<file path="config.mk">
export PLATFORM = sky130hd
export DESIGN_NAME = longest_unique_run_tracker
export DESIGN_NICKNAME = d
export VERILOG_FILES = /design/src/hw/rtl/lurt_pkg.sv /design/src/hw/rtl/longest_unique_run_tracker.sv /design/src/hw/rtl/lurt_ram.sv
export SDC_FILE = /design/constraint.sdc
export NUM_CORES = 2
export LEC_CHECK = 0
export BUFFER_PORTS_ARGS = -buffer_cell sky130_fd_sc_hd__buf_2
export CORE_MARGIN = 1
export CORE_UTILIZATION = 45
export DETAILED_ROUTE_END_ITERATION = 6
export GPL_TIMING_DRIVEN = 0
export PLACE_DENSITY = 0.67
export SETUP_SLACK_MARGIN = 0.5
export SYNTH_ARGS = -nofsm -noshare
export SYNTH_HDL_FRONTEND = slang
export SYNTH_HIERARCHICAL = 1
export SYNTH_SLANG_ARGS = --single-unit
</file>
<file path="constraint.sdc">
create_clock -name i_clk -period 15.3 [get_ports i_clk]
set_clock_uncertainty 0.2 [all_clocks]
set_input_delay 3.06 -clock i_clk [delete_from_list [all_inputs] [get_ports i_clk]]
set_output_delay 3.06 -clock i_clk [all_outputs]
set_load 0.01 [all_outputs]
</file>
<file path="src/hw/rtl/lurt_pkg.sv">
// Shared types and constants for the longest unique run tracker.
package lurt_pkg;

    localparam int unsigned SYM_W    = 8;
    localparam int unsigned POS_W    = 16;
    localparam int unsigned ALPHABET = 256;
    localparam int unsigned ADDR_W   = $clog2(ALPHABET);

    // Longest string prefix that is counted; later bytes only raise the overflow flag.
    localparam logic [POS_W-1:0] MAX_LEN = 16'hFFFF;

    typedef struct packed {
        logic [SYM_W-1:0] symbol;
        logic             end_of_string;
    } t_req;

    typedef struct packed {
        logic [POS_W-1:0] longest_run;
        logic             overflow;
    } t_res;

endpackage

</file>
<file path="src/hw/rtl/longest_unique_run_tracker.sv">
// Top level of the longest unique run tracker: table lookup, window update and result register.
//
// The block takes one byte per request and reports, on the byte flagged as the end of the
// string, the length of the longest run of bytes with no repeated value, plus a flag that
// says the string ran past 65535 bytes (only the first 65535 are counted). It sustains one
// byte per clock cycle while the input is not stalled. A request passes two stages: at
// acceptance the last position of its byte value is read from a 256-entry RAM, and when
// stage one retires it the window start, the best length and the table are updated; the
// result is then held in an output register, so o_out_valid rises after stage one retires
// the last byte, and the result can be taken at an edge where the output is not stalled.
// The RAM read is the only access with latency; when the previous byte has the same value,
// its position is forwarded instead of the stale RAM word. The table needs no clearing: a
// 256-bit valid vector in flip-flops marks the values seen in the current string, and it is
// cleared when a string ends. Input stall rises only while a finished result waits in the
// output register and the final byte of the next string stands behind it.
module longest_unique_run_tracker (
    input  logic               i_clk,
    input  logic               i_rst_n,
    input  logic               i_in_valid,
    output logic               o_in_stall,
    input  lurt_pkg::t_req     i_in_req,
    output logic               o_out_valid,
    input  logic               i_out_stall,
    output lurt_pkg::t_res     o_out_res
);

    // Stage one holds the request whose table word is being read.
    logic                           r_s1_valid;
    logic [lurt_pkg::ADDR_W-1:0]    r_s1_sym;
    logic                           r_s1_last;
    logic                           r_fwd_hit;
    logic [lurt_pkg::POS_W-1:0]     r_fwd_pos;

    // Per-string state.
    logic [lurt_pkg::ALPHABET-1:0]  r_seen;
    logic [lurt_pkg::POS_W-1:0]     r_ws;
    logic [lurt_pkg::POS_W-1:0]     r_pos;
    logic [lurt_pkg::POS_W-1:0]     r_best;
    logic                           r_ovf;

    logic                           r_out_valid;
    lurt_pkg::t_res                 r_out_res;

    logic                           n_s1_valid;
    logic [lurt_pkg::ALPHABET-1:0]  n_seen;
    logic [lurt_pkg::POS_W-1:0]     n_ws;
    logic [lurt_pkg::POS_W-1:0]     n_pos;
    logic [lurt_pkg::POS_W-1:0]     n_best;
    logic                           n_ovf;
    logic                           n_out_valid;

    logic                           in_accept;
    logic                           s1_go;
    logic                           s1_count;
    logic [lurt_pkg::ADDR_W-1:0]    in_sym;
    logic [lurt_pkg::POS_W-1:0]     ram_rdata;
    logic [lurt_pkg::POS_W-1:0]     last_pos;
    logic                           repeat_hit;
    logic [lurt_pkg::POS_W-1:0]     ws_upd;
    logic [lurt_pkg::POS_W-1:0]     run_len;
    logic [lurt_pkg::POS_W-1:0]     best_upd;

    // The symbol is reduced to the alphabet by keeping its low address bits.
    assign in_sym = i_in_req.symbol[lurt_pkg::ADDR_W-1:0];

    // Stage one retires unless it carries a result and the output register cannot take it.
    assign s1_go      = r_s1_valid && (!r_s1_last || !r_out_valid || !i_out_stall);
    assign o_in_stall = r_s1_valid && !s1_go;
    assign in_accept  = i_in_valid && !o_in_stall;

    // A byte is counted only while the string is still within the maximum length.
    assign s1_count = (r_pos < lurt_pkg::MAX_LEN);

    lurt_ram #(
        .WIDTH (lurt_pkg::POS_W),
        .DEPTH (lurt_pkg::ALPHABET)
    ) u_last_seen (
        .i_clk   (i_clk),
        .i_we    (s1_go && s1_count),
        .i_waddr (r_s1_sym),
        .i_wdata (r_pos),
        .i_re    (in_accept),
        .i_raddr (in_sym),
        .o_rdata (ram_rdata)
    );

    // The previous byte writes the table at the same edge this one reads it, so its
    // position is forwarded when both carry the same value.
    assign last_pos   = r_fwd_hit ? r_fwd_pos : ram_rdata;
    assign repeat_hit = r_seen[r_s1_sym] && (last_pos >= r_ws);
    assign ws_upd     = repeat_hit ? last_pos + 1'b1 : r_ws;
    assign run_len    = r_pos - ws_upd + 1'b1;
    assign best_upd   = (run_len > r_best) ? run_len : r_best;

    always_comb begin
        n_seen = r_seen;
        n_ws   = r_ws;
        n_pos  = r_pos;
        n_best = r_best;
        n_ovf  = r_ovf;
        if (s1_go) begin
            if (r_s1_last) begin
                // The string ends here: its result is captured below and all state restarts.
                n_seen = '0;
                n_ws   = '0;
                n_pos  = '0;
                n_best = '0;
                n_ovf  = 1'b0;
            end else if (s1_count) begin
                n_seen[r_s1_sym] = 1'b1;
                n_ws             = ws_upd;
                n_pos            = r_pos + 1'b1;
                n_best           = best_upd;
            end else begin
                n_ovf = 1'b1;
            end
        end
    end

    always_comb begin
        n_s1_valid = r_s1_valid;
        if (in_accept) begin
            n_s1_valid = 1'b1;
        end else if (s1_go) begin
            n_s1_valid = 1'b0;
        end
    end

    always_comb begin
        n_out_valid = r_out_valid;
        if (s1_go && r_s1_last) begin
            n_out_valid = 1'b1;
        end else if (!i_out_stall) begin
            n_out_valid = 1'b0;
        end
    end

    always_ff @(posedge i_clk) begin
        if (!i_rst_n) begin
            r_s1_valid  <= 1'b0;
            r_seen      <= '0;
            r_ws        <= '0;
            r_pos       <= '0;
            r_best      <= '0;
            r_ovf       <= 1'b0;
            r_out_valid <= 1'b0;
        end else begin
            r_s1_valid  <= n_s1_valid;
            r_seen      <= n_seen;
            r_ws        <= n_ws;
            r_pos       <= n_pos;
            r_best      <= n_best;
            r_ovf       <= n_ovf;
            r_out_valid <= n_out_valid;
        end
    end

    // Payload registers.
    always_ff @(posedge i_clk) begin
        if (in_accept) begin
            r_s1_sym  <= in_sym;
            r_s1_last <= i_in_req.end_of_string;
            r_fwd_hit <= r_s1_valid && s1_count && (r_s1_sym == in_sym);
            r_fwd_pos <= r_pos;
        end
        if (s1_go && r_s1_last) begin
            // The last byte itself counts toward the result when it is within the limit.
            r_out_res.longest_run <= s1_count ? best_upd : r_best;
            r_out_res.overflow    <= r_ovf || !s1_count;
        end
    end

    assign o_out_valid = r_out_valid;
    assign o_out_res   = r_out_res;

endmodule

</file>
<file path="src/hw/rtl/lurt_ram.sv">
// Generic single-write, single-read RAM with registered read data.
module lurt_ram #(
    parameter int unsigned WIDTH = 16,
    parameter int unsigned DEPTH = 256
) (
    input  logic                     i_clk,
    input  logic                     i_we,
    input  logic [$clog2(DEPTH)-1:0] i_waddr,
    input  logic [WIDTH-1:0]         i_wdata,
    input  logic                     i_re,
    input  logic [$clog2(DEPTH)-1:0] i_raddr,
    output logic [WIDTH-1:0]         o_rdata
);

    logic [WIDTH-1:0] r_mem [DEPTH];
    logic [WIDTH-1:0] r_rdata;

    // A read at the address being written returns the old contents.
    always_ff @(posedge i_clk) begin
        if (i_we) begin
            r_mem[i_waddr] <= i_wdata;
        end
        if (i_re) begin
            r_rdata <= r_mem[i_raddr];
        end
    end

    assign o_rdata = r_rdata;

endmodule

</file>
Yosys cells after proc, flatten, opt, wreduce, memory -nomap -nowiden:

Memory sizes are Yosys's and may differ from the RTL's. A register that Yosys moved wholly into a read port is not among the register bits.
Cells that the tools add are included.

* flip-flop bits (word level): 350
* bits in writable memories: 4096
* output and inout bits: 19
* memories: 1

Memory list
* u_last_seen.r_mem: depth 256, width 16, read ports 1, clocked after Yosys merged registers in 1, write ports 1, RTL line lurt_ram.sv:15 `logic [WIDTH-1:0] r_mem [DEPTH];`

* add/sub/neg operators: 4
* $lt $le $gt $ge: 5
* eq/ne operators: 3
* multiplexer cells: 23
* bitwise operators: 1
* reductions and logical operators: 22

Operators by type and width (count)
* 256-bit 2-to-1 mux: 2
* 256-bit OR: 1
* 16-bit 2-to-1 mux: 9
* 16-bit by 1-bit adder with 16-bit output (second input constant): 3
* 16-bit greater-or-equal comparator: 1
* 16-bit > comparator: 1
* 16-bit less-than comparator (second input constant): 1
* 16-bit subtractor: 1
* 1-bit 2-to-1 mux: 10
* 1-bit logical AND: 9
* 8-bit by 9-bit less-than comparator with 1-bit output (second input constant): 1
* 1-bit binary-select mux with 8-bit select: 1
* 1-bit demux with 8-bit select: 1
* 8-bit == test: 1
* 8-bit by 1-bit greater-or-equal comparator with 1-bit output (second input constant): 1
* 1-bit logical NOT: 6
* 2-bit AND reduction: 2
* 2-bit nonzero test: 2
* 1-bit logical OR: 3
* 2-bit by 1-bit != test with 1-bit output (second input constant): 1
* 2-bit != test (second input constant): 1

Logic depth before layout (Yosys ltp):

* word-level depth: 10
* mapped depth: 37
* gate-level depth less buffers: 33

By module:

Netlist, hierarchy kept.

By module, submodules not included
* lurt_ram: times used 1, cells each 7360, area an instance 158874.9 µm²
* longest_unique_run_tracker: times used 1, cells each 1683, area an instance 16154.2 µm²

Least setup slack after synthesis:

No wires, ideal clock.

* path type: register -> register
* start: register r_pos[3] (netlist name)
* end: register r_out_res, in the netlist o_out_res[12] (data pin)
* setup time: 0.264 ns
* data arrival time: 7.559 ns
* path slack: 7.277 ns
* cell stages (with the launch flop): 23
* buffers on the path: 2
* period minus slack after synthesis: 8.023 ns
* path through: dfxtp_1 ha_1 ha_1 nor2b_1 o31ai_1 a21oi_1 a211o_1 a21o_1 a21oi_1 o21a_1 o21a_1 nor2_1 ha_1 nand4_1 nor2_1 nand4_1 and4_1 o31a_1 nand2b_1 buf_4 clkbuf_1 nand2_1 o21ai_0

* word-level cells in the longest chain between the ends: 5
* elaborated cells on any way between the ends: 6
* classes of those cells: add/sub: 2; order compare: 2; mux: 2

RTL lines
* start, declared: RTL line longest_unique_run_tracker.sv:37 `logic [lurt_pkg::POS_W-1:0] r_pos;`
* start signal, assigned: RTL line longest_unique_run_tracker.sv:151 `r_pos <= n_pos;`
* 16-bit subtractor: RTL line longest_unique_run_tracker.sv:92 `assign run_len = r_pos - ws_upd + 1'b1;`
* 16-bit by 1-bit adder with 16-bit output: RTL line longest_unique_run_tracker.sv:92
* 16-bit > comparator: RTL line longest_unique_run_tracker.sv:93 `assign best_upd = (run_len > r_best) ? run_len : r_best;`
* 16-bit 2-to-1 mux: RTL line longest_unique_run_tracker.sv:93
* 16-bit 2-to-1 mux *
* end, declared: RTL line longest_unique_run_tracker.sv:42 `lurt_pkg::t_res r_out_res;`

Mark *: on every way between the ends. The rest lies on a longest branch, timed or not.
A chain may end at the register's enable or synchronous reset.

Worst setup path after layout:

* start: register r_fwd_hit
* end: register r_out_res, in the netlist o_out_res[5] (data pin)

* word-level cells in the longest chain between the ends: 9
* elaborated cells on any way between the ends: 10
* classes of those cells: add/sub: 3; order compare: 2; mux: 4; reduce/logical: 1

RTL lines
* start, declared: RTL line longest_unique_run_tracker.sv:31 `logic r_fwd_hit;`
* start signal, assigned: RTL line longest_unique_run_tracker.sv:163 `r_fwd_hit <= r_s1_valid && s1_count && (r_s1_sym == in_sym);`
* 16-bit 2-to-1 mux *: RTL line longest_unique_run_tracker.sv:89 `assign last_pos = r_fwd_hit ? r_fwd_pos : ram_rdata;`
* 16-bit greater-or-equal comparator: RTL line longest_unique_run_tracker.sv:90 `assign repeat_hit = r_seen[r_s1_sym] && (last_pos >= r_ws);`
* 1-bit logical AND: RTL line longest_unique_run_tracker.sv:90
* 16-bit 2-to-1 mux *: RTL line longest_unique_run_tracker.sv:91 `assign ws_upd = repeat_hit ? last_pos + 1'b1 : r_ws;`
* 16-bit subtractor *: RTL line longest_unique_run_tracker.sv:92
* 16-bit by 1-bit adder with 16-bit output *: RTL line longest_unique_run_tracker.sv:92
* 16-bit > comparator: RTL line longest_unique_run_tracker.sv:93
* 16-bit 2-to-1 mux *: RTL line longest_unique_run_tracker.sv:93
* 16-bit 2-to-1 mux *

Marked as above.

==> results <==
- The largest single stage delay on the critical path is 760 ps.
- CTS built an H-tree with a depth of 5.
- The total net switching power is 5420 uW.
- The final net count is 9832.
- For this run, asynchronously set or reset flops after synthesis account for 0%.
- The total overflow left after global routing is 0.
- The hold violation total from the final report is 0.
- IR analysis of the VDD net gives a maximum drop of 0.105 mV.
- The clock passes through at most 4 buffers.
- The synthesized design contains 4155 enable-type register cells.
- The commonest cells after synthesis are sky130_fd_sc_hd__edfxtp_1, sky130_fd_sc_hd__mux4_2, sky130_fd_sc_hd__nor2_1.
- The setup check on the worst reg-to-reg path leaves a slack of 6010 ps.
- The share of synthesized cell area in full adder, half adder and majority cells is 0.462%.
- After legalization and detailed placement, the total HPWL measured 380 mm.
- The clock period could shrink to 9290 ps.
- The most frequently used flop master after synthesis is sky130_fd_sc_hd__edfxtp_1.
- The synthesis-to-layout area growth is 14.8%.
- The count of distinct cell types in the synthesized netlist is 85.
- Input and output buffers added on the ports amount to 31.
- Global routing consumed, on the met2 layer, 41.2% of the routing resources.
- Registers are responsible for 53.3% of the overall power.
- At the later pin of the worst-skew pair, clock insertion delay measures 1030 ps.
- The logic depth of the worst register-to-register path is 35.
- The startpoint of the lowest-slack hold path is r_ovf.
- Cells with a size suffix above 1 make up 23.7% of the layout.
- Using the TritonRoute via totals, the vias-per-cell ratio works out to 6.44.
- In this run the remaining antenna-violating nets after routing total 0.
- Global routing consumed, on the met3 layer, 7.96% of the routing resources.
- The tool flagged a number of max-cap violations equal to 7.
- The dominant delay contributor by cell family on the critical path is compound AO/OA/AOI/OAI gates.
- The type of destination of the critical path is a flip-flop.
- By area, the combinational part of the netlist is dominated by multiplexers.
- The depth of the worst hold-timing path is 2.
- Global routing consumed, on the met1 layer, 36.9% of the routing resources.
- The cell sitting at the root of the clock tree is a sky130_fd_sc_hd__clkbuf_16.
- By area the synthesized netlist is led by sky130_fd_sc_hd__edfxtp_1, sky130_fd_sc_hd__mux4_2, sky130_fd_sc_hd__dfxtp_1.
- The count of warnings emitted by yosys is 6.
- The die outline width is 626 um.
- The detailed-route wire length per cell is 35.7 um.
- Synthesis produced a netlist whose cell count is 9043.
- The checks that failed: DRC, capacitance limit, slew limit.
- The proportion of total power due to net switching is 21.9%.
- The CTS sink count is 4462.
- The worst path buffer plus inverter count is 6.
- The sequential element share of the synthesized area is 74.8%.
- The floorplan step defined a die boundary enclosing 391000 um2.
- The vertical extent of the die is 626 um.
- After detailed routing, the number of remaining DRC violations is 187.
- The run finished, with violations left.
- The maximum operating frequency is 108 MHz.
- At the pin with the least slew margin, the transition time is 1640 ps.
- Internal power comes to 19400 uW.
- The synthesized area per cell is 19.4 um2.
- The power density normalized to cell area is 123 nW/um2.
- The violation count after the first detailed-routing iteration is 15700.
- The overall global routing resource usage is 27.4%.
- The number of clock buffers inserted by TritonCTS is 429.
- The worst path uses 60.7% of the clock period.
- Measured against the total synthesized area, the mux share comes to 15.1%.
- Headroom to the max-slew limit came out at -9.34%.
- The clock network accounts for 41.9% of the total power.
- The max-slew violation total from the final report came to 59.
- The cell taking the most area after synthesis is sky130_fd_sc_hd__edfxtp_1.
- At the worst endpoint, the arrival time is 9790 ps.
- In this run the post-CTS setup repair buffer count came out at 0.
- The fraction of the mapped netlist area in simple logic gates is 2.86%.
- Entering global routing, the biggest net connects 91 pins.
- The initial antenna violation count is 37.
- The count of vias placed by the detailed router is 98600.
- The global-route wire length before repair is 747 mm.
- The number of gates resized after CTS was 0.
- The post-synthesis net count is 9120.
- The number of ports placed on the die boundary is 32.
- The TritonCTS clock tree is yes.
- The last weighted congestion value of the routability-driven placer is 1.04.
- In this run the worst path has a maximum fanout of 10.
- Setup repair after global routing left no endpoint under its margin.
- The sort of element at the start of the critical path is a flip-flop.
- On the final layout, the worst hold slack is 261 ps.
- The number of buffers inserted by hold repair at cts is 0.
- The number of synthesized register bits is 4462.
- After synthesis the cells add up to 175000 um2.
- The critical-path cell with the highest stage delay is sky130_fd_sc_hd__nor4b_2.
- The area share of the leading cell type in the synthesized netlist is 71.3%.
- The worst setup path is of the reg -> reg kind.
- The initial standard-cell utilization of the core is 45.3%.
- Setup violations remaining at the end of the flow were counted as 0.
- The via count of the first global-routing pass came to 94900.
- Summing the areas of all compound-gate instances in the mapped netlist gives 4.52% of the synthesized area.
- Clock-pin slew was measured on the worst setup and hold paths at 60 ps.
- The leakage power is 0.0562 uW.
- Summing the areas of all xor and xnor instances in the mapped netlist gives 0.215% of the synthesized area.
- The number of search-and-repair iterations in the first detailed-routing pass is 7.
- The completed layout was analyzed and its total power is 24800 uW.
- The layer flagged by global routing as most heavily used is met2.
- The endpoint required time on the critical path is 15810 ps.
- The path with the worst hold slack has its endpoint at r_ovf.
- The portion of total power attributed to combinational logic is 4.8%.
- The total area inside the core boundary comes to 386000 um2.
- The beginning of the worst register-to-register path is r_fwd_hit.
- The total number of placement rows is 228.
- The most frequent cell after synthesis is sky130_fd_sc_hd__edfxtp_1.
- The classification of the worst-slack hold path is reg -> reg.
- For this block, the routed nets add up to 546 mm of wire.
- The worst register-to-register path ends at o_out_res[5].
[power by group through the flow]
stage               Combinational (uW)  Sequential (uW)  Clock [uW]
finish                            1190            13200       10400
floorplan                          664            13500           0
CTS                               1160            13200       10500
global placement                  1120            13500           0
detailed placement                1150            13500           0
global route                      1220            13200       10900
[kinds of logic (layout without fill, tap and decap cells)]
family	after synthesis	in the layout
other	0	15
adders and majority gates	64	64
muxes	1553	1553
xor gates and xnor gates	43	43
DFF	4462	4462
buffers and inverters	626	1695
AOI/OAI and AO/OA	1190	1190
and+or+nand+nor	1105	1105
[how the worst max path moves through the flow]
| stage | endpoint | cells past startpoint | start | slack (ps) |
|---|---|---|---|---|
| 2_1_floorplan | o_out_res[12] | 22 | r_pos[3] | 7280 |
| 3_3_place_gp | u_last_seen/r_mem[217][5] | 10 | r_pos[7] | -740 |
| 3_5_place_dp | u_last_seen/o_rdata[6] | 9 | i_in_req[3] | 5800 |
| 4_1_cts | o_out_res[5] | 35 | r_fwd_hit | 6090 |
| 5_1_grt | o_out_res[5] | 35 | r_fwd_hit | 5580 |
| 6_report | o_out_res[5] | 35 | r_fwd_hit | 6010 |
[registers in the layout, summed over array words and instances, names as in the netlist, 8 cells and up]
| name | flops |
|---|---|
| u_last_seen/r_mem | 4096 |
| o_out_res | 17 |
| r_best | 16 |
| r_s1_sym | 8 |
| r_fwd_pos | 16 |
| r_ws | 16 |
| u_last_seen/o_rdata | 16 |
| r_seen | 256 |
| r_pos | 16 |
[metal layers]
layer | share of wire (%) | vias to the layer above | wire length, um
li1 | - | 38800 | -
met1 | 37 | 51800 | 201000
met2 | 44 | 6877 | 243000
met3 | 13 | 1155 | 71500
met4 | 5.6 | 10 | 30800
met5 | 0.012 | - | 63
[cells in the final DEF, fill, tap and decap left out, drive strengths merged, types with 65 or more instances in the layout]
cell,count
buf,534
mux2,96
clkinv,196
mux4,861
o21ai,68
o221ai,254
nand2,93
mux2i,596
inv,81
clkbuf,834
o22ai,165
nor2,621
edfxtp,4155
dfxtp,307
a21oi,444
a22oi,65
nor3,124
[per-stage QoR]
stage	area (um2)	setup TNS, ps	util (%)	cells	setup slack [ps]
after floorplan	175000	0	-	9043	7280
after global placement	182000	-332600	47.0	14200	-736
after detailed placement	187000	0	48.5	14500	5800
after CTS	201000	0	52.0	15300	6090
after global routing	201000	0	52.0	15300	5580
final	201000	0	52.0	15300	6010
[cell type report]
| cell class | instances | area [um2] |
|---|---|---|
| diodes | 15 | 37.5 |
| plain buffers | 561 | 3300 |
| clock buffers | 526 | 11300 |
| clock inverters | 262 | 2370 |
| fillers | 29900 | 185000 |
| inverters | 65 | 244 |
| multi-input cells | 3955 | 41400 |
| flip-flops and latches | 4462 | 131000 |
| well taps | 5175 | 6470 |
| repair buffers | 281 | 4850 |
[worst min-delay path: cells and delay by family (launching register included)]
kind / cells / cell delay, ps
compound gates: 1 / 40
simple gates: 1 / 60
flops: 1 / 320
(Power assumes the default switching activity.)
